<file path="src/rtl/core/ulst_pkg.sv">
package ulst_pkg;

	// table geometry
	localparam int TABLE_DEPTH_DEF = 16;
	localparam int ENTRY_W_DEF     = 40;

	// apb register map
	localparam int PADDR_W = 3;
	localparam int PDATA_W = 32;
	localparam logic [0:0] REG_MAX_PEN = 1'b0;

	// field constants
	localparam logic [7:0] HOPS_NEVER    = 8'd255;
	localparam logic [3:0] PEN_SATURATE  = 4'd15;
	localparam logic [3:0] MAX_PEN_RESET = 4'd3;

	// command codes
	localparam logic [1:0] CMD_INSERT = 2'd0;
	localparam logic [1:0] CMD_GET    = 2'd1;
	localparam logic [1:0] CMD_SWAP   = 2'd2;
	localparam logic [1:0] CMD_CLEAR  = 2'd3;

	// status codes
	localparam logic [2:0] ST_OK          = 3'd0;
	localparam logic [2:0] ST_EMPTY       = 3'd1;
	localparam logic [2:0] ST_NO_MAIN     = 3'd2;
	localparam logic [2:0] ST_NO_ELIGIBLE = 3'd3;
	localparam logic [2:0] ST_FULL        = 3'd4;

	// control sequencer
	typedef enum logic [6:0] {
		S_IDLE     = 7'b0000001,
		S_INS_SCAN = 7'b0000010,
		S_INS_WR   = 7'b0000100,
		S_GET_DATA = 7'b0001000,
		S_SW_DATA  = 7'b0010000,
		S_SEL_SCAN = 7'b0100000,
		S_RESP     = 7'b1000000
	} state_t;

endpackage

</file>
<file path="src/rtl/core/ulst_ifs.sv">
// command channel
interface ulst_req_if;
	logic        valid;
	logic        ready;
	logic [1:0]  command;
	logic [7:0]  if_id;
	logic [7:0]  hop_count;
	logic [15:0] link_address;

	modport source (output valid, command, if_id, hop_count, link_address, input ready);
	modport sink (input valid, command, if_id, hop_count, link_address, output ready);
endinterface

// result channel
interface ulst_rsp_if;
	logic       valid;
	logic       ready;
	logic [2:0] status;
	logic [7:0] main_if_id;
	logic [4:0] table_size;

	modport source (output valid, status, main_if_id, table_size, input ready);
	modport sink (input valid, status, main_if_id, table_size, output ready);
endinterface

</file>
<file path="src/rtl/core/ulst_entry_ram.sv">
module ulst_entry_ram #(
	parameter int DEPTH = ulst_pkg::TABLE_DEPTH_DEF,
	parameter int WIDTH = ulst_pkg::ENTRY_W_DEF
) (
	input  logic                     clk,
	input  logic                     we,
	input  logic [$clog2(DEPTH)-1:0] waddr,
	input  logic [WIDTH-1:0]         wdata,
	input  logic [$clog2(DEPTH)-1:0] raddr,
	output logic [WIDTH-1:0]         rdata
);

	logic [WIDTH-1:0] mem [DEPTH];
	logic [WIDTH-1:0] rdata_q;

	// write port
	always_ff @(posedge clk) begin
		if (we) begin
			mem[waddr] <= wdata;
		end
	end

	// registered read port
	always_ff @(posedge clk) begin
		rdata_q <= mem[raddr];
	end

	assign rdata = rdata_q;

endmodule

</file>
<file path="src/rtl/core/upstream_link_selector_table.sv">
// flow: insert sweeps the table for a free slot, then writes the new entry; get and swap
//   with a search sweep the table for the best link, cached get reads the cached entry, a
//   swap that empties the table drops it, and clear and early status go straight to the result
// throughput: one command at a time; the sweep of the entry memory reads one entry per
//   cycle through its single read port
// reset: arst_n clears valid bits, count, cached main link and max_penalties (to 3);
//   entry memory contents are not cleared and need no clearing pass
module upstream_link_selector_table #(
	parameter int TABLE_DEPTH = ulst_pkg::TABLE_DEPTH_DEF
) (
	input  logic                        clk,
	input  logic                        arst_n,
	input  logic                        psel,
	input  logic                        penable,
	input  logic                        pwrite,
	input  logic [ulst_pkg::PADDR_W-1:0] paddr,
	input  logic [ulst_pkg::PDATA_W-1:0] pwdata,
	output logic [ulst_pkg::PDATA_W-1:0] prdata,
	output logic                        pready,
	ulst_req_if.sink                    req,
	ulst_rsp_if.source                  rsp
);

	localparam int AW = $clog2(TABLE_DEPTH);
	localparam int CW = $clog2(TABLE_DEPTH + 1);
	localparam int EW = 8 + 8 + 16 + 4 + AW;
	localparam logic [AW-1:0] LAST_IDX = AW'(TABLE_DEPTH - 1);
	localparam logic [CW-1:0] FULL_CNT = CW'(TABLE_DEPTH);

	ulst_pkg::state_t state_q;

	logic [3:0]             max_pen_q;
	logic [TABLE_DEPTH-1:0] valid_q;
	logic [CW-1:0]          count_q;
	logic                   main_valid_q;
	logic [AW-1:0]          main_slot_q;

	// sweep control
	logic [AW-1:0] k_q;
	logic          iss_q;
	logic          vld_s1;
	logic [AW-1:0] idx_s1;
	logic          found_q;
	logic          del_q;
	logic [AW-1:0] del_rank_q;

	// best candidate so far
	logic [3:0]    best_pen_q;
	logic [7:0]    best_hops_q;
	logic [AW-1:0] best_rank_q;
	logic [AW-1:0] best_slot_q;
	logic [7:0]    best_id_q;

	// captured insert payload and free slot
	logic [7:0]    ins_if_q;
	logic [7:0]    ins_hops_q;
	logic [15:0]   ins_addr_q;
	logic [AW-1:0] free_q;

	// pending result and output register
	logic [2:0]  res_st_q;
	logic [7:0]  res_id_q;
	logic        rsp_valid_q;
	logic [2:0]  rsp_status_q;
	logic [7:0]  rsp_id_q;
	logic [4:0]  rsp_size_q;

	// memory port
	logic          mem_we;
	logic [AW-1:0] mem_waddr;
	logic [EW-1:0] mem_wdata;
	logic [AW-1:0] mem_raddr;
	logic [EW-1:0] mem_rdata;

	// entry fields as read
	logic [7:0]    e_if;
	logic [7:0]    e_hops;
	logic [15:0]   e_addr;
	logic [3:0]    e_pen;
	logic [AW-1:0] e_rank;

	logic          accept;
	logic          scan_st;
	logic          scan_done;
	logic          elig;
	logic          better;
	logic          upd;
	logic          take_free;
	logic [3:0]    new_pen;
	logic          del_now;
	logic          fin_found;
	logic [AW-1:0] fin_slot;
	logic [7:0]    fin_id;
	logic          out_free;
	logic          cfg_wr;
	logic          cfg_hit;
	logic [CW+4:0] size_ext;

	assign {e_if, e_hops, e_addr, e_pen, e_rank} = mem_rdata;

	ulst_entry_ram #(
		.DEPTH (TABLE_DEPTH),
		.WIDTH (EW)
	) u_ram (
		.clk   (clk),
		.we    (mem_we),
		.waddr (mem_waddr),
		.wdata (mem_wdata),
		.raddr (mem_raddr),
		.rdata (mem_rdata)
	);

	// apb register access
	assign pready  = 1'b1;
	assign cfg_hit = (paddr[ulst_pkg::PADDR_W-1:2] == ulst_pkg::REG_MAX_PEN);
	assign cfg_wr  = psel && penable && pwrite && cfg_hit;
	assign prdata  = cfg_hit ? {{(ulst_pkg::PDATA_W-4){1'b0}}, max_pen_q} : '0;

	// handshake
	assign req.ready = (state_q == ulst_pkg::S_IDLE);
	assign accept    = req.valid && req.ready;
	assign out_free  = !rsp_valid_q || rsp.ready;

	assign rsp.valid      = rsp_valid_q;
	assign rsp.status     = rsp_status_q;
	assign rsp.main_if_id = rsp_id_q;
	assign rsp.table_size = rsp_size_q;
	assign size_ext       = (CW + 5)'(count_q);

	// sweep bookkeeping
	assign scan_st   = (state_q == ulst_pkg::S_INS_SCAN) || (state_q == ulst_pkg::S_SEL_SCAN);
	assign scan_done = vld_s1 && (idx_s1 == LAST_IDX);

	// selection compare: penalty, then hops, then newest
	assign elig   = valid_q[idx_s1] && (e_hops != ulst_pkg::HOPS_NEVER) && (e_pen < max_pen_q);
	assign better = !found_q || (e_pen < best_pen_q) ||
		((e_pen == best_pen_q) && ((e_hops < best_hops_q) ||
		((e_hops == best_hops_q) && (e_rank < best_rank_q))));
	assign upd    = (state_q == ulst_pkg::S_SEL_SCAN) && vld_s1 && elig && better;

	assign fin_found = found_q || upd;
	assign fin_slot  = upd ? idx_s1 : best_slot_q;
	assign fin_id    = upd ? e_if : best_id_q;

	assign take_free = (state_q == ulst_pkg::S_INS_SCAN) && vld_s1 && !valid_q[idx_s1] &&
		!found_q;

	// penalty step for the cached link
	assign new_pen = (e_pen == ulst_pkg::PEN_SATURATE) ? ulst_pkg::PEN_SATURATE : e_pen + 4'd1;
	assign del_now = (new_pen >= max_pen_q);

	// memory read address and write back
	always_comb begin
		mem_raddr = (state_q == ulst_pkg::S_IDLE) ? main_slot_q : k_q;
		mem_we    = 1'b0;
		mem_waddr = idx_s1;
		mem_wdata = mem_rdata;
		case (state_q)
			ulst_pkg::S_INS_SCAN: begin
				if (vld_s1 && valid_q[idx_s1]) begin
					mem_we    = 1'b1;
					mem_wdata = {e_if, e_hops, e_addr, e_pen, e_rank + AW'(1)};
				end
			end
			ulst_pkg::S_INS_WR: begin
				mem_we    = 1'b1;
				mem_waddr = free_q;
				mem_wdata = {ins_if_q, ins_hops_q, ins_addr_q, 4'd0, {AW{1'b0}}};
			end
			ulst_pkg::S_SW_DATA: begin
				mem_we    = 1'b1;
				mem_waddr = main_slot_q;
				mem_wdata = {e_if, e_hops, e_addr, new_pen, e_rank};
			end
			ulst_pkg::S_SEL_SCAN: begin
				// close the age gap left by a deleted link
				if (vld_s1 && del_q && valid_q[idx_s1] && (e_rank > del_rank_q)) begin
					mem_we    = 1'b1;
					mem_wdata = {e_if, e_hops, e_addr, e_pen, e_rank - AW'(1)};
				end
			end
			default: begin
				mem_we = 1'b0;
			end
		endcase
	end

	// sequencer
	always_ff @(posedge clk or negedge arst_n) begin
		if (!arst_n) begin
			state_q      <= ulst_pkg::S_IDLE;
			max_pen_q    <= ulst_pkg::MAX_PEN_RESET;
			valid_q      <= '0;
			count_q      <= '0;
			main_valid_q <= 1'b0;
			main_slot_q  <= '0;
			k_q          <= '0;
			iss_q        <= 1'b0;
			vld_s1       <= 1'b0;
			idx_s1       <= '0;
			found_q      <= 1'b0;
			del_q        <= 1'b0;
			del_rank_q   <= '0;
			best_pen_q   <= '0;
			best_hops_q  <= '0;
			best_rank_q  <= '0;
			best_slot_q  <= '0;
			best_id_q    <= '0;
			ins_if_q     <= '0;
			ins_hops_q   <= '0;
			ins_addr_q   <= '0;
			free_q       <= '0;
			res_st_q     <= ulst_pkg::ST_OK;
			res_id_q     <= '0;
			rsp_valid_q  <= 1'b0;
			rsp_status_q <= ulst_pkg::ST_OK;
			rsp_id_q     <= '0;
			rsp_size_q   <= '0;
		end else begin
			if (cfg_wr) begin
				max_pen_q <= pwdata[3:0];
			end

			// read address stepping during a sweep
			vld_s1 <= scan_st && iss_q;
			idx_s1 <= k_q;
			if (scan_st && iss_q) begin
				k_q <= k_q + AW'(1);
				if (k_q == LAST_IDX) begin
					iss_q <= 1'b0;
				end
			end

			// output register: load a finished result or drop a taken transaction
			if ((state_q == ulst_pkg::S_RESP) && out_free) begin
				rsp_valid_q <= 1'b1;
			end else if (rsp.ready) begin
				rsp_valid_q <= 1'b0;
			end

			case (state_q)
				ulst_pkg::S_IDLE: begin
					if (accept) begin
						res_id_q   <= '0;
						ins_if_q   <= req.if_id;
						ins_hops_q <= req.hop_count;
						ins_addr_q <= req.link_address;
						case (req.command)
							ulst_pkg::CMD_INSERT: begin
								if (count_q == FULL_CNT) begin
									res_st_q <= ulst_pkg::ST_FULL;
									state_q  <= ulst_pkg::S_RESP;
								end else begin
									k_q     <= '0;
									iss_q   <= 1'b1;
									found_q <= 1'b0;
									state_q <= ulst_pkg::S_INS_SCAN;
								end
							end
							ulst_pkg::CMD_GET: begin
								if (count_q == '0) begin
									res_st_q <= ulst_pkg::ST_EMPTY;
									state_q  <= ulst_pkg::S_RESP;
								end else if (main_valid_q) begin
									state_q <= ulst_pkg::S_GET_DATA;
								end else begin
									k_q     <= '0;
									iss_q   <= 1'b1;
									found_q <= 1'b0;
									del_q   <= 1'b0;
									state_q <= ulst_pkg::S_SEL_SCAN;
								end
							end
							ulst_pkg::CMD_SWAP: begin
								if (count_q == '0) begin
									res_st_q <= ulst_pkg::ST_EMPTY;
									state_q  <= ulst_pkg::S_RESP;
								end else if (!main_valid_q) begin
									res_st_q <= ulst_pkg::ST_NO_MAIN;
									state_q  <= ulst_pkg::S_RESP;
								end else begin
									state_q <= ulst_pkg::S_SW_DATA;
								end
							end
							default: begin
								// clear table
								valid_q      <= '0;
								count_q      <= '0;
								main_valid_q <= 1'b0;
								res_st_q     <= ulst_pkg::ST_OK;
								state_q      <= ulst_pkg::S_RESP;
							end
						endcase
					end
				end
				ulst_pkg::S_INS_SCAN: begin
					if (take_free) begin
						free_q  <= idx_s1;
						found_q <= 1'b1;
					end
					if (scan_done) begin
						state_q <= ulst_pkg::S_INS_WR;
					end
				end
				ulst_pkg::S_INS_WR: begin
					valid_q[free_q] <= 1'b1;
					count_q         <= count_q + CW'(1);
					res_st_q        <= ulst_pkg::ST_OK;
					state_q         <= ulst_pkg::S_RESP;
				end
				ulst_pkg::S_GET_DATA: begin
					res_st_q <= ulst_pkg::ST_OK;
					res_id_q <= e_if;
					state_q  <= ulst_pkg::S_RESP;
				end
				ulst_pkg::S_SW_DATA: begin
					main_valid_q <= 1'b0;
					del_q        <= del_now;
					del_rank_q   <= e_rank;
					if (del_now) begin
						valid_q[main_slot_q] <= 1'b0;
						count_q              <= count_q - CW'(1);
					end
					if (del_now && (count_q == CW'(1))) begin
						res_st_q <= ulst_pkg::ST_EMPTY;
						state_q  <= ulst_pkg::S_RESP;
					end else begin
						k_q     <= '0;
						iss_q   <= 1'b1;
						found_q <= 1'b0;
						state_q <= ulst_pkg::S_SEL_SCAN;
					end
				end
				ulst_pkg::S_SEL_SCAN: begin
					if (upd) begin
						best_pen_q  <= e_pen;
						best_hops_q <= e_hops;
						best_rank_q <= e_rank;
						best_slot_q <= idx_s1;
						best_id_q   <= e_if;
						found_q     <= 1'b1;
					end
					if (scan_done) begin
						if (fin_found) begin
							main_slot_q  <= fin_slot;
							main_valid_q <= 1'b1;
							res_st_q     <= ulst_pkg::ST_OK;
							res_id_q     <= fin_id;
						end else begin
							res_st_q <= ulst_pkg::ST_NO_ELIGIBLE;
							res_id_q <= '0;
						end
						state_q <= ulst_pkg::S_RESP;
					end
				end
				ulst_pkg::S_RESP: begin
					if (out_free) begin
						rsp_status_q <= res_st_q;
						rsp_id_q     <= res_id_q;
						rsp_size_q   <= size_ext[4:0];
						state_q      <= ulst_pkg::S_IDLE;
					end
				end
				default: begin
					state_q <= ulst_pkg::S_IDLE;
				end
			endcase
		end
	end

endmodule

</file>
<file path="src/flat_wrapper.sv">
// flat-port wrapper written by rule: the top's interface ports become plain ports
module upstream_link_selector_table_flat 
#(
	parameter int TABLE_DEPTH = ulst_pkg::TABLE_DEPTH_DEF
)
  (clk, arst_n, psel, penable, pwrite, paddr, pwdata, prdata, pready, req_valid, req_command, req_if_id, req_hop_count, req_link_address, req_ready, rsp_valid, rsp_status, rsp_main_if_id, rsp_table_size, rsp_ready);
  ulst_req_if req_i ();
  ulst_rsp_if rsp_i ();
  input  logic clk;
  input  logic arst_n;
  input  logic psel;
  input  logic penable;
  input  logic pwrite;
  input  logic [ulst_pkg::PADDR_W-1:0] paddr;
  input  logic [ulst_pkg::PDATA_W-1:0] pwdata;
  output logic [ulst_pkg::PDATA_W-1:0] prdata;
  output logic pready;
  input wire logic [$bits(req_i.valid)-1:0] req_valid;
  input wire logic [$bits(req_i.command)-1:0] req_command;
  input wire logic [$bits(req_i.if_id)-1:0] req_if_id;
  input wire logic [$bits(req_i.hop_count)-1:0] req_hop_count;
  input wire logic [$bits(req_i.link_address)-1:0] req_link_address;
  output wire logic [$bits(req_i.ready)-1:0] req_ready;
  output wire logic [$bits(rsp_i.valid)-1:0] rsp_valid;
  output wire logic [$bits(rsp_i.status)-1:0] rsp_status;
  output wire logic [$bits(rsp_i.main_if_id)-1:0] rsp_main_if_id;
  output wire logic [$bits(rsp_i.table_size)-1:0] rsp_table_size;
  input wire logic [$bits(rsp_i.ready)-1:0] rsp_ready;
  assign req_i.valid = req_valid;
  assign req_i.command = req_command;
  assign req_i.if_id = req_if_id;
  assign req_i.hop_count = req_hop_count;
  assign req_i.link_address = req_link_address;
  assign req_ready = req_i.ready;
  assign rsp_valid = rsp_i.valid;
  assign rsp_status = rsp_i.status;
  assign rsp_main_if_id = rsp_i.main_if_id;
  assign rsp_table_size = rsp_i.table_size;
  assign rsp_i.ready = rsp_ready;
  upstream_link_selector_table #(.TABLE_DEPTH(TABLE_DEPTH)) u_core (.clk(clk), .arst_n(arst_n), .psel(psel), .penable(penable), .pwrite(pwrite), .paddr(paddr), .pwdata(pwdata), .prdata(prdata), .pready(pready), .req(req_i), .rsp(rsp_i));
endmodule
</file>
<file path="config.mk">
export PLATFORM = sky130hd
export DESIGN_NAME = upstream_link_selector_table_flat
export DESIGN_NICKNAME = d
export VERILOG_FILES = /design/src/rtl/core/ulst_pkg.sv /design/src/rtl/core/ulst_ifs.sv /design/src/rtl/core/ulst_entry_ram.sv /design/src/rtl/core/upstream_link_selector_table.sv /design/src/flat_wrapper.sv
export SDC_FILE = /design/constraint.sdc
export NUM_CORES = 1
export LEC_CHECK = 0
export BUFFER_PORTS_ARGS = -buffer_cell sky130_fd_sc_hd__clkbuf_2
export CAP_MARGIN = 10
export CELL_PAD_IN_SITES_DETAIL_PLACEMENT = 0
export CELL_PAD_IN_SITES_GLOBAL_PLACEMENT = 2
export CORE_ASPECT_RATIO = 1.5
export CORE_MARGIN = 2
export CORE_UTILIZATION = 41
export CTS_BUF_LIST = sky130_fd_sc_hd__clkbuf_8
export CTS_CLUSTER_DIAMETER = 80
export DETAILED_ROUTE_END_ITERATION = 8
export GPL_TIMING_DRIVEN = 0
export PLACE_DENSITY = 0.88
export REMOVE_ABC_BUFFERS = 1
export SETUP_SLACK_MARGIN = 0.05
export SLEW_MARGIN = 15
export SYNTH_ARGS = -nofsm -noshare
export SYNTH_HDL_FRONTEND = slang
export SYNTH_SLANG_ARGS = --single-unit
</file>
<file path="constraint.sdc">
create_clock -name clk -period 3.4 [get_ports clk]
set_input_delay 0.51 -clock clk [delete_from_list [all_inputs] [get_ports clk]]
set_output_delay 0.51 -clock clk [all_outputs]
set_load 0.005 [all_outputs]
</file>
# Yosys cells after proc, flatten, opt, wreduce, memory -nomap -nowiden
# Memories as Yosys holds them, arrays and structs flattened. A register that Yosys moved wholly into a read port is not among the register bits.
# Cells that the tools add are included.
dict set report word_totals {
  register_bits 145
  memories 1
  ram_bits 640
  output_inout_bits 51
  mem_bits_ro 0
  latchBits 0
  input_bits 76
  elab_cells 235
}
# name depth word_bits read_ports rd_clocked_by_memory_dff write_ports line_no
set memory_table {}
lappend memory_table {u_core.u_ram.mem 16 40 1 1 1 ulst_entry_ram.sv:13} ;# logic [WIDTH-1:0] mem [DEPTH];
dict set report op_classes {
  div 0
  n_shift 0
  n_bitwise 4
  n_lt_le_gt_ge 11
  multipliers 0
  n_mux 90
  n_addsub 6
  n_reduce_logical 57
  n_eq_ne 38
}
# op n
set ops {}
lappend ops {{case mux 40 bit (4 select lines)} 1}
lappend ops {{two-way mux 7 bit} 9}
lappend ops {{two-way mux 16 bit} 3}
lappend ops {{two-way mux 4 bit} 12}
lappend ops {{case mux 16 bit (3 select lines)} 1}
lappend ops {{case mux 7 bit (6 select lines)} 1}
lappend ops {{two-way mux 8 bit} 4}
lappend ops {{two-way mux 1 bit} 29}
lappend ops {{logical AND 1 bit} 24}
lappend ops {{case mux 4 bit (2 select lines)} 3}
lappend ops {{case mux 8 bit (3 select lines)} 1}
lappend ops {{two-way mux 3 bit} 7}
lappend ops {{case mux 7 bit (3 select lines)} 1}
lappend ops {{inequality test 3 bit, second input constant} 6}
lappend ops {{AND 16 bit} 1}
lappend ops {{inequality test 2 x 1 -> 1 bit, second input constant} 8}
lappend ops {{inverter 16 bit} 1}
lappend ops {{bitwise OR 16 bit} 1}
lappend ops {{< comparator 4 x 5 -> 1 bit, second input constant} 3}
lappend ops {{two-way mux 5 bit} 3}
lappend ops {{case mux 5 bit (3 select lines)} 1}
lappend ops {{adder 4 x 1 -> 4 bit, second input constant} 3}
lappend ops {{equality test 4 bit, second input constant} 3}
lappend ops {{< comparator 4 bit} 3}
lappend ops {{48 further kinds} 77}

# Longest topological paths before layout
# Gate-level depths: netlist of the first run.
dict set report logic_depth {
  depth_word 10
  ltp_mapped 10
  depth_no_buf 10
}

# By module
# From an unflattened synthesis of the first run, not the netlist that was laid out.
dict set report hier_totals {
  hier_cells 1932
  hier_area_um2 33273.2
}
# module seq_area_each_um2 cells_each instances area_each_um2
set modules_own_cells {}
lappend modules_own_cells {ulst_entry_ram 20019.2 1040 1 25131.6}
lappend modules_own_cells {upstream_link_selector_table 3632.2 892 1 8141.6}

# Least setup slack after synthesis of the first run
# No wires, ideal clock.
dict set report synth_path {
  path_kind {register to register}
  from {register u_core.state_q[2]}
  to {memory u_core.u_ram.mem[13][0] (netlist bit), enable pin}
  path_slack_ns -0.050
  path_buffers 3
  setup_time_ns 0.413
  path_stages_with_launch 9
  period_less_slack_ns 3.450
  required_time_ns 2.987
  arrival_time_ns 3.037
  path_cell_list {dfrtp_1 nor4_4 and3_1 clkbuf_1 o211ai_1 a21o_1 buf_2 buf_2 a21oi_1}
}
dict set report synth_via {
  elab_chain_cells 5
  elab_cells_between_ends 9
  classes_between {4 x eq/ne; 4 x mux; 1 x reduce/logical}
}
# item line_no
set synth_rtl {}
lappend synth_rtl {{start, declared} upstream_link_selector_table.sv:30} ;# ulst_pkg::state_t state_q;
lappend synth_rtl {{start signal, assigned} upstream_link_selector_table.sv:191} ;# state_q <= ulst_pkg::S_IDLE;
lappend synth_rtl {{start signal, assigned} upstream_link_selector_table.sv:252} ;# state_q <= ulst_pkg::S_RESP;
lappend synth_rtl {{start signal, assigned} upstream_link_selector_table.sv:257} ;# state_q <= ulst_pkg::S_INS_SCAN;
lappend synth_rtl {{equality test 7 x 3 -> 1 bit / equality test 7 x 5 -> 1 bit (equally long branches)} upstream_link_selector_table.sv:158} ;# case (state_q)
lappend synth_rtl {{OR reduction 2 bit (no line)} n/a}
lappend synth_rtl {{case mux 1 bit (3 select lines)} upstream_link_selector_table.sv:158}
lappend synth_rtl {{two-way mux 1 bit} ulst_entry_ram.sv:18} ;# if (we) begin
lappend synth_rtl {{two-way mux 1 bit (not written as such)} ulst_entry_ram.sv:19} ;# mem[waddr] <= wdata;
lappend synth_rtl {{end, declared} ulst_entry_ram.sv:13}
# Several ways; a longest one is shown, not always the timed one.

# Worst setup path after layout of the first run
dict set report layout_path {
  from {register u_core.idx_s1[0]}
  to {memory u_core.u_ram.mem[15][2] (netlist bit) (data pin)}
}
dict set report layout_via {
  elab_chain_cells 6
  elab_cells_between_ends 8
  classes_between {5 x mux; 3 x reduce/logical}
}
# item line_no
set layout_rtl {}
lappend layout_rtl {{start, declared} upstream_link_selector_table.sv:42} ;# logic [AW-1:0] idx_s1;
lappend layout_rtl {{start signal, assigned} upstream_link_selector_table.sv:226} ;# idx_s1 <= k_q;
lappend layout_rtl {{binary-select mux 1 bit (select 4 bit) (*)} {upstream_link_selector_table.sv:160, upstream_link_selector_table.sv:177}}
lappend layout_rtl {{two-way mux 1 bit (not written as such) (*)} {upstream_link_selector_table.sv:160, upstream_link_selector_table.sv:177}}
lappend layout_rtl {{logical AND 1 bit (2 in a row)} upstream_link_selector_table.sv:177} ;# if (vld_s1 && del_q && valid_q[idx_s1] && (e_rank > del_rank_q)) begin
lappend layout_rtl {{two-way mux 4 bit} upstream_link_selector_table.sv:177}
lappend layout_rtl {{case mux 40 bit (4 select lines) (*)} upstream_link_selector_table.sv:158}
lappend layout_rtl {{via u_core.mem_wdata[2]} upstream_link_selector_table.sv:71} ;# logic [EW-1:0] mem_wdata;
# The timed path passes the listed nets; every way through them passes the cells marked *. The select of a mux whose other input is x is not followed.

==> results of run 1 <==
[power groups by stage]
stage | Sequential (µW) | Clock, µW | Combinational [µW]
floorplan | 8000 | 0 | 1720
global placement | 8090 | 0 | 2490
detailed placement | 8090 | 0 | 2650
CTS | 7960 | 5080 | 2720
global route | 8000 | 5360 | 3020
finish | 7960 | 4960 | 2740
[cell families (layout without fill, tap and decap cells)]
kind of cell,count (synthesis),after routing
other cells,2,30
compound gates,322,322
xor+xnor,4,4
mux,145,145
flops,537,537
fa+ha+maj,33,33
simple gates,379,381
buf+inv,165,316
[layer usage]
layer / wire length [µm] / track usage
met3: 3570 / 0.0337
met1: 22300 / 0.240
met5: 0 / 0
met4: 2530 / 0.107
met2: 29700 / 0.356
[flip-flops by register name, summed over array words and instances, names as in the netlist, 5 cells and up]
register               flops
u_core.valid_q            16
u_core.ins_hops_q          8
u_core.rsp.table_size      5
u_core.ins_if_q            8
u_core.best_id_q           8
u_core.best_hops_q         8
u_core.u_ram.rdata        24
u_core.rsp.main_if_id      8
u_core.count_q             5
u_core.state_q             7
u_core.res_id_q            8
u_core.u_ram.mem         384
[worst max path at each step]
| stage | start | endpoint | slack, ns |
|---|---|---|---|
| 2_1_floorplan | u_core.state_q[5] | u_core.u_ram.mem[1][0] | -0.85 |
| 3_3_place_gp | u_core.state_q[5] | u_core.u_ram.mem[13][37] | -4.20 |
| 3_5_place_dp | u_core.idx_s1[0] | u_core.u_ram.mem[14][0] | -0.66 |
| 4_1_cts | u_core.state_q[1] | u_core.u_ram.mem[4][39] | 0.06 |
| 5_1_grt | u_core.state_q[0] | u_core.u_ram.rdata[5] | 0.04 |
| 6_report | u_core.idx_s1[0] | u_core.u_ram.mem[15][2] | 0.09 |
[final cells by class]
type / count / area [µm²] / area share
Antenna cell: 1 / 2.50 / 0.0000955
Multi-Input combinational cell: 914 / 7000 / 0.267
Sequential cell: 537 / 15200 / 0.582
Tap cell: 695 / 870 / 0.0332
Clock buffer: 88 / 1210 / 0.0462
Timing Repair Buffer: 115 / 1370 / 0.0521
Clock inverter: 57 / 297 / 0.0113
Inverter: 56 / 210 / 0.00802
[worst reg2reg max path: cells and delay by family, from the launching register on]
kind | cells | cell delay, ns
AO/OA/AOI/OAI | 4 | 1.36
multiplexers | 2 | 1.00
flip-flops | 1 | 0.60
[placed cells by master, fill, tap and decap left out, drive strengths merged, types with 4 or more instances in the layout]
cell type  netlist  routed
o22ai            6       6
buf             72      62
dfxtp           24      24
ha              33      33
dfrtp          126     126
and3             6       7
nand2b           9       9
nand4           17      17
o21ai           83      83
edfxtp         384     384
nand3           15      15
nor3            10      10
nor3b            4       4
o22a             8       8
o211ai           4       4
conb             2      29
a22oi           26      26
o221ai          10      10
mux2            38      38
nand2          242     242
inv             56      83
o31ai           27      27
a211oi           5       5
o311ai           4       4
mux2i           55      55
a31oi            8       8
clkbuf          28     140
clkinv           0      27
a21oi           60      60
mux4            52      52
nor2b           11      11
o311a            4       4
nor2            43      43
a32o            50      50
[timing repair]
action | CTS | global route
hold buffers | 1 | 0
cloned | 1 | 2
hold endpoints to repair | 56 | 0
gates resized for setup | 11 | 4
setup buffers | 13 | 12
setup endpoints to repair | 444 | 137
pin swaps | 2 | 2
[synth_stat cells (4+ instances only)]
cell type,n
a31oi_1,8
a21oi_1,60
dlygate4sd1_1,7
dfxtp_1,24
o221ai_1,10
o31ai_1,27
nand4_1,17
a211oi_1,5
a22oi_1,26
buf_12,8
mux2i_1,55
nand2b_1,9
nor3b_1,4
edfxtp_1,384
and3_1,6
nand2_1,242
mux2_2,38
o311ai_0,4
o211ai_1,4
o21ai_0,79
nor2_1,43
ha_1,33
mux4_2,49
clkbuf_1,28
a32o_1,50
inv_1,56
nor3_1,10
o22ai_1,6
dfrtp_1,126
buf_4,37
o311a_1,4
o22a_1,8
nor2b_1,11
buf_1,4
nand3_1,15
buf_2,21
[stage by stage]
stage               setup slack (ns)  utilization
floorplan                     -0.846            -
global placement               -4.20        0.424
detailed placement            -0.660        0.443
CTS                           0.0581        0.475
global route                  0.0447        0.478
finish                        0.0873        0.478
==> results.toml, run 1 <==
[setup_path]
r2r_cells = 6
worst_r2r_endpoint = "u_core.u_ram.mem[15][2]"
cp_top_family = "compound AO/OA/AOI/OAI gates"
crit_type = "reg2reg"
crit_top_cell = "o22a_1"
arrival_ns = 3.61
worstPathCellList = "mux4_2 -> mux2i_1 -> o22a_1 -> a211oi_1 -> a32o_1 -> o22a_1"
crit_fanout = 16
start_kind = "flop"
worstPathRequired_ns = 3.70
cp-end-kind = "flop"
slowest_delay_ns = 0.60
crit_slowest_cell = "dfrtp_1"
r2r-start = "u_core.idx_s1[0]"
crit_buf_inv = 0
cp_num_cells = 6
reg2reg_slack_ns = 0.09

[global_route]
antenna_found_initial = 1
grt.overflow.total = 0
grt_max_degree = 74
grt_pass1_vias = 14400
grt_usage = 0.203
grt_pass1_wl_mm = 87.0

[clocking]
cts_tree = "done"
clockBufferDepth = 3
htree_levels = 3
clk_latency_ns = 0.65
cts-buffers-inserted = 78
cts_sinks = 537
cts-root-buf = "clkbuf_8"
clk_pin_slew_ns = 0.06

[place]
dp_hpwl_mm = 36.7
placed_area_um2 = 24300
port_buffers = 51
gp_congestion = 0.792
dpl.cell_count = 2288

[synth]
yosys_warnings = 0
synth_top_family_by_area = "compound AO/OA/AOI/OAI gates"
synth-simple-area-share = 0.0742
synth_compound_area_frac = 0.0983
synth_largest_area_cell = "edfxtp_1"
synth_edf_count = 384
synthTopCellsByArea = "edfxtp_1 (51%), dfrtp_1 (14%), mux4_2 (4.8%)"
ys_types = 77
synth-async-reset-ratio = 0.240
synth-xor-area-share = 0.00154
syn-cell-area_um2 = 22800
synthMuxAreaShare = 0.0949
synth.top_cell.area_share = 0.506
avgSynthCellArea_um2 = 14.3
synthFlopType = "edfxtp_1"
synth_adder_area_share = 0.0181
synth_cells = 1587
seq_area_frac_synth = 0.669
synth_seq_cells = 537

[finish]
syn_to_final_growth_pct = 15.1
fin_nets = 1811
stdcell_area_um2 = 26200
fillers = 4609
drive_gt1_frac = 0.207
instances_no_fill = 2463

[floorplanning]
die_w_um = 196
design.core.area_um2 = 54800
initial_core_util = 0.416
die_area_um2 = 57500
fp.dieH_um = 293
num_rows = 105
io_pins = 127

[timing]
setup-violations-final = 0
slew_headroom = 0.244
drv_slew = 0
fmax_mhz = 302
whs_ns = 0.0629
min_period_over_period = 0.974
worst_pin_slew_ns = 1.13
setup-tns-final_ns = 0
fin_skew_ns = 0.0369
hold_viol_final = 0
grt_setup_unrepaired = "false"
fin_crit_ns = 3.31

[worst_hold_path]
whs_path_depth = 3
hold_end = "u_core.ins_hops_q[0]"
hold_path_class = "in2reg"
min_from = "req_hop_count[0]"

[drt]
wire_per_inst_um = 23.6
wl_mm = 58.1
postRouteAntennaNets = 0
route.vias.total = 14100
drc_errors = 0
viasPerCell = 5.73
drt_iter0_markers = 1071
drtPass1Iterations = 5

[pwr]
swShare = 0.289
ir_worst_vdd_v = 0.000285
pwr-share-clk = 0.317
p_leak_uw = 0.00986
powerDensity_nw_per_um2 = 598
power_uw = 15700
pwr-share-comb = 0.175
p_int_uw = 11100
p_seq_frac = 0.508
switchingPower_uw = 4520

[run]
drv_cap = 0

[run_status]
status = "completed"
(Power assumes the default switching activity.)
==> inputs of run 2 (changes only) <==
Settings changed: ABC_AREA set to 1, BUFFER_PORTS_ARGS -buffer_cell sky130_fd_sc_hd__clkbuf_2 to not set, CORE_UTILIZATION 41 to 39, DONT_BUFFER_PORTS set to 1.
==> results.toml, run 2 <==
[synth]
seq_area_frac_synth = 0.631
synthTopCellsByArea = "edfxtp_1 (48%), dfrtp_1 (13%), nand2_1 (11%)"
synth_compound_area_frac = 0.0882
synth_adder_area_share = 0.0171
synthMuxAreaShare = 0.00373
yosysMostFrequentCell = "nand2_1"
synth_edf_count = 384
synth.top_cell.area_share = 0.477
ys_types = 48
synth_commonest_cells = "nand2_1 (723), edfxtp_1 (384), inv_1 (260), nand3_1 (206), dfrtp_1 (126)"
synth-xor-area-share = 0.00290
synth_largest_area_cell = "edfxtp_1"
synthFlopType = "edfxtp_1"
synth-simple-area-share = 0.182
avgSynthCellArea_um2 = 10.3
yosys_warnings = 0
synth-async-reset-ratio = 0.240
synth_top_family_by_area = "simple AND/OR/NAND/NOR gates"
synth_cells = 2344
synth_seq_cells = 537
syn-cell-area_um2 = 24200

[pwr]
powerDensity_nw_per_um2 = 711
p_leak_uw = 0.0115
ir_worst_vdd_v = 0.000350

[clocking]
cts-root-buf = "clkbuf_8"
htree_levels = 3
clk_latency_ns = 0.67
clockBufferDepth = 3
cts_tree = "done"
cts_sinks = 537
cts-buffers-inserted = 81
clk_pin_slew_ns = 0.06

[finish]
fin_nets = 2535
mostFrequentLayoutCells = "nand2_1 (722), edfxtp_1 (384), inv_1 (288)"
largest_reg_flops = 384
final_util = 0.457
final_common_cell = "nand2_1"
instances_no_fill = 3286
drive_gt1_frac = 0.114
syn_to_final_growth_pct = 16.0
regMostFlops = "u_core.u_ram.mem"

[place]
port_buffers = 0
dpl.cell_count = 3081
dp_hpwl_mm = 39.6
gp_congestion = 0.843

[global_route]
antenna_found_initial = 1
grt_pass1_vias = 16800
grt_usage = 0.197
grt_max_degree = 130
grt.overflow.total = 0
grt_pass1_wl_mm = 96.2

[timing]
fin_skew_ns = 0.0272
hold_viol_final = 0
fmax_mhz = 314
fin_crit_ns = 3.18
slew_headroom = 0.330
min_period_over_period = 0.936
drv_slew = 0
setup-violations-final = 0
worst_pin_slew_ns = 1.00
whs_ns = 0.0575
grt_setup_unrepaired = "true"

[drt]
wire_per_inst_um = 19.2
met1_length_mm = 26.3
route.vias.total = 16900
drt_iter0_markers = 1319
postRouteAntennaNets = 0
wl_mm = 63.2
viasPerCell = 5.16
met2_length_mm = 31.4
met3RoutedLength_mm = 3.19
drtPass1Iterations = 5
drc_errors = 0
dr.max_layer_used = "met4"

[run_status]
status = "completed"

[setup_path]
crit_fanout = 12
cp-end-kind = "flop"
slowest_delay_ns = 0.47
arrival_ns = 3.53
crit_top_cell = "nand3_1"
worstPathRequired_ns = 3.75
start_kind = "flop"
crit_type = "reg2reg"
worstPathCellList = "inv_1 -> nand3_1 -> nand3_1 -> nand3_1 -> nand2_2 -> nand3_1 -> o211ai_2 -> nand2_1 -> nor2_4 -> buf_12"
crit_slowest_cell = "dfrtp_1"

[run]
drv_cap = 0

[worst_hold_path]
hold_path_class = "in2reg"

[floorplanning]
initial_core_util = 0.394
num_rows = 111
die_w_um = 207
die_area_um2 = 64000
design.core.area_um2 = 61200
fp.dieH_um = 309
io_pins = 127
run 2: cell types whose count changed in the layout (fill, tap and decap cells not counted), moves of 23 or more:
cell      previous run  this run
nand2_1            239       722
inv_1               81       288
nand3_1             13       205
o211ai_1             4        94
mux2i_1             53         0
a32o_1              50         0
clkbuf_2            50         0
mux4_2              49         0
o211ai_2             0        35
nor2_1              35        66
mux2_2              38         8
a21oi_1             44        19
o31ai_1             27         2
a22oi_1             26         3
run 2: where the power goes:
| part | leakage [µW] | switching [µW] | internal, µW | total [µW] |
|---|---|---|---|---|
| Sequential | 0.00539 | 318 | 8120 | 8440 |
| Clock | 0.000975 | 2550 | 2940 | 5490 |
| Combinational | 0.00516 | 4050 | 1950 | 6000 |
| Total | 0.0115 | 6910 | 13000 | 19900 |
run 2: cell type report:
| class | count | area, µm² |
|---|---|---|
| diodes | 1 | 2.50 |
| clock buffers | 88 | 1210 |
| clock inverters | 63 | 462 |
| fillers | 5551 | 33200 |
| inverters | 271 | 1030 |
| multi-input cells | 1437 | 7390 |
| flip-flops and latches | 537 | 15200 |
| well taps | 791 | 990 |
| repair buffers | 98 | 1690 |
run 2: repair_timing:
action | 4_1_cts | 5_1_grt
gates resized for setup | 0 | 5
hold buffers | 24 | 0
pin swaps | 13 | 3
endpoints found under the hold margin | 152 | 0
setup endpoints to repair | 319 | 409
setup buffers | 16 | 9
gates cloned | 0 | 1
run 2: critical path: cells and delay by family (launching register included):
| family | cells | cell delay (ns) |
|---|---|---|
| buffers and inverters | 2 | 0.50 |
| AO/OA/AOI/OAI | 1 | 0.32 |
| flip-flops | 1 | 0.47 |
| AND/OR/NAND/NOR | 7 | 1.57 |
run 2: worst paths after layout:
kind / from / end / slack (ns) / cells after the start
worst min register to register: u_core.ins_hops_q[1] / u_core.ins_hops_q[1] / 0.47 / 2
max in group asynchronous: arst_n / u_core.idx_s1[0] / 2.24 / 2
worst max register to register: u_core.idx_s1[1] / u_core.u_ram.mem[8][37] / 0.22 / 10
worst min-delay path: req_command[0] / u_core.res_st_q[2] / 0.06 / 3
worst max-delay path: u_core.idx_s1[1] / u_core.u_ram.mem[8][37] / 0.22 / 10
min in group asynchronous: arst_n / u_core.del_rank_q[2] / 0.50 / 2
run 2: kinds of logic (layout without fill, tap and decap cells):
family,Yosys count,after routing
AO/OA/AOI/OAI,302,303
XOR/XNOR,8,8
adder cells (fa/ha/maj),33,33
buffers and inverters,398,520
flip-flops,537,537
multiplexers,8,8
other,2,30
AND/OR/NAND/NOR,1056,1056
run 2: through the flow:
stage | power [µW] | setup slack, ns | instance area (µm²) | TNS (ns)
2_1_floorplan | 12400 | -2.47 | 23500 | -58.57
3_3_place_gp | 13300 | -6.28 | 24500 | -1031.86
3_5_place_dp | 14300 | -0.311 | 25700 | -44.67
4_1_cts | 19900 | 0.0505 | 27900 | 0
5_1_grt | 21100 | 0.0128 | 28000 | 0
6_report | 19900 | 0.218 | 28000 | 0
run 2: routing by layer:
| layer | vias up | global-route usage |
|---|---|---|
| li1 | 8020 | - |
| met1 | 8259 | 0.244 |
| met2 | 515 | 0.343 |
| met3 | 146 | 0.0259 |
| met4 | 0 | 0.0907 |
| met5 | - | 0 |
==> inputs of run 3 (changes only) <==
Settings changed: CORE_UTILIZATION 39 to 47, PLACE_DENSITY 0.88 to 0.95.
Clock period 3.4 ns to 3.75 ns, I/O delays scaled along.
==> results.toml, run 3 (same netlist as run 2, synthesis figures left out) <==
[setup_path]
worst_r2r_endpoint = "u_core.u_ram.mem[2][7]"
reg2reg_slack_ns = 0.16
r2r-start = "u_core.state_q[2]"
worstPathRequired_ns = 4.10
crit_fanout = 28
cp-end-kind = "flop"
crit_type = "reg2reg"
start_kind = "flop"
r2r_cells = 12
arrival_ns = 3.94

[drt]
postRouteAntennaNets = 0
route.vias.total = 16900
drt_iter0_markers = 1333
wire_per_inst_um = 19.7
wl_mm = 62.0
drtPass1Iterations = 5
drc_errors = 0
viasPerCell = 5.36

[pwr]
swShare = 0.353
ir_worst_vdd_v = 0.000318
p_leak_uw = 0.0114
p_seq_frac = 0.429
pwr-share-comb = 0.299
switchingPower_uw = 6290
powerDensity_nw_per_um2 = 646
pwr-share-clk = 0.272
power_uw = 17800
p_int_uw = 11500

[run]
drv_cap = 0

[timing]
slew_headroom = 0.264
fin_crit_ns = 3.59
worst_pin_slew_ns = 1.10
drv_slew = 0
hold_viol_final = 0
fmax_mhz = 278
setup-violations-final = 0
grt_setup_unrepaired = "true"
min_period_over_period = 0.958
fin_skew_ns = 0.0267

[finish]
regMostFlops = "u_core.u_ram.mem"
final_util = 0.545
fin_nets = 2516
drive_gt1_frac = 0.114
largest_reg_flops = 384
mostFrequentLayoutCells = "nand2_1 (723), edfxtp_1 (384), inv_1 (281)"
syn_to_final_growth_pct = 14.3
final_common_cell = "nand2_1"

[clocking]
cts-root-buf = "clkbuf_8"
htree_levels = 3
clockBufferDepth = 3
clk_pin_slew_ns = 0.06
cts-buffers-inserted = 82
cts_sinks = 537
clk_latency_ns = 0.66
cts_tree = "done"
post_cts_resized = 0

[worst_hold_path]
whs_path_depth = 2
min_from = "req_hop_count[6]"
hold_end = "u_core.ins_hops_q[6]"
hold_path_class = "in2reg"

[floorplanning]
design.core.area_um2 = 50700
die_w_um = 189
die_area_um2 = 53300
initial_core_util = 0.477
io_pins = 127
num_rows = 101
fp.dieH_um = 282

[global_route]
grt.overflow.total = 0
grt_usage = 0.232
grt_pass1_wl_mm = 93.9
grt_max_degree = 130
grt_pass1_vias = 16700
antenna_found_initial = 1

[run_status]
status = "completed"

[place]
port_buffers = 0
gp_congestion = 0.838
dp_hpwl_mm = 37.9
## run 3: how the worst max path moves through the flow
stage | start | to | slack [ns] | cells past startpoint
2_1_floorplan | u_core.state_q[4] | u_core.u_ram.rdata[25] | -2.12 | 10
3_3_place_gp | u_core.state_q[4] | u_core.u_ram.rdata[24] | -5.92 | 10
3_5_place_dp | u_core.state_q[2] | u_core.u_ram.mem[5][36] | 0.01 | 12
4_1_cts | u_core.state_q[2] | u_core.u_ram.mem[0][1] | 0.06 | 12
5_1_grt | u_core.state_q[2] | u_core.u_ram.mem[2][7] | 0.01 | 12
6_report | u_core.state_q[2] | u_core.u_ram.mem[2][7] | 0.16 | 12
## run 3: timing repair
item | in CTS | in global routing
setup buffers | 2 | 19
endpoints found under the setup margin | 10 | 181
pin swaps | 1 | 12
endpoints found under the hold margin | 140 | 0
hold buffers | 13 | 0
## run 3: critical path, stage by stage (launching register included)
cell     delay, ns
dfrtp_1       0.44
nor2_4        0.20
nand3_4       0.14
nor2_8        0.30
inv_2         0.31
nand2_4       0.25
inv_1         0.14
a21oi_1       0.30
inv_1         0.11
nor2_1        0.12
nand2_1       0.27
nor2_4        0.44
buf_12        0.25
## run 3: stage by stage
step                hold slack (ns)  setup TNS (ns)  instances  area, µm²  setup slack [ns]
floorplan                     0.267          -50.17       2244      23500             -2.12
global placement              0.272         -778.82       2913      24300             -5.92
detailed placement            0.272               0       2957      25500            0.0124
CTS                       0.0000347               0       3125      27300            0.0646
global route                 0.0129               0       3146      27600            0.0128
finish                       0.0231               0       3147      27600             0.159
## run 3: per-layer routing
metal / vias up / wire [µm] / global-route usage
met2: 538 / 32100 / 0.419
met1: 8223 / 24600 / 0.277
met4: 0 / 1810 / 0.0873
li1: 7986 / - / -
met5: - / 0 / 0
met3: 125 / 3520 / 0.0391
## run 3: area by class of cell
| class | count | area (µm²) |
|---|---|---|
| clock buffers | 93 | 1280 |
| inverters | 271 | 1020 |
| well taps | 669 | 837 |
| clock inverters | 60 | 368 |
| flip-flops and latches | 537 | 15200 |
| diodes | 2 | 5.00 |
| fillers | 4304 | 23100 |
| multi-input cells | 1436 | 7380 |
| repair buffers | 79 | 1470 |
## run 3: power groups by stage
stage | clock, µW | combinational (µW) | sequential (µW)
after global routing | 5180 | 5970 | 7690
after detailed placement | 0 | 5230 | 7770
final | 4850 | 5330 | 7650
after global placement | 0 | 4430 | 7760
after CTS | 4940 | 5300 | 7650
after floorplan | 0 | 3620 | 7670
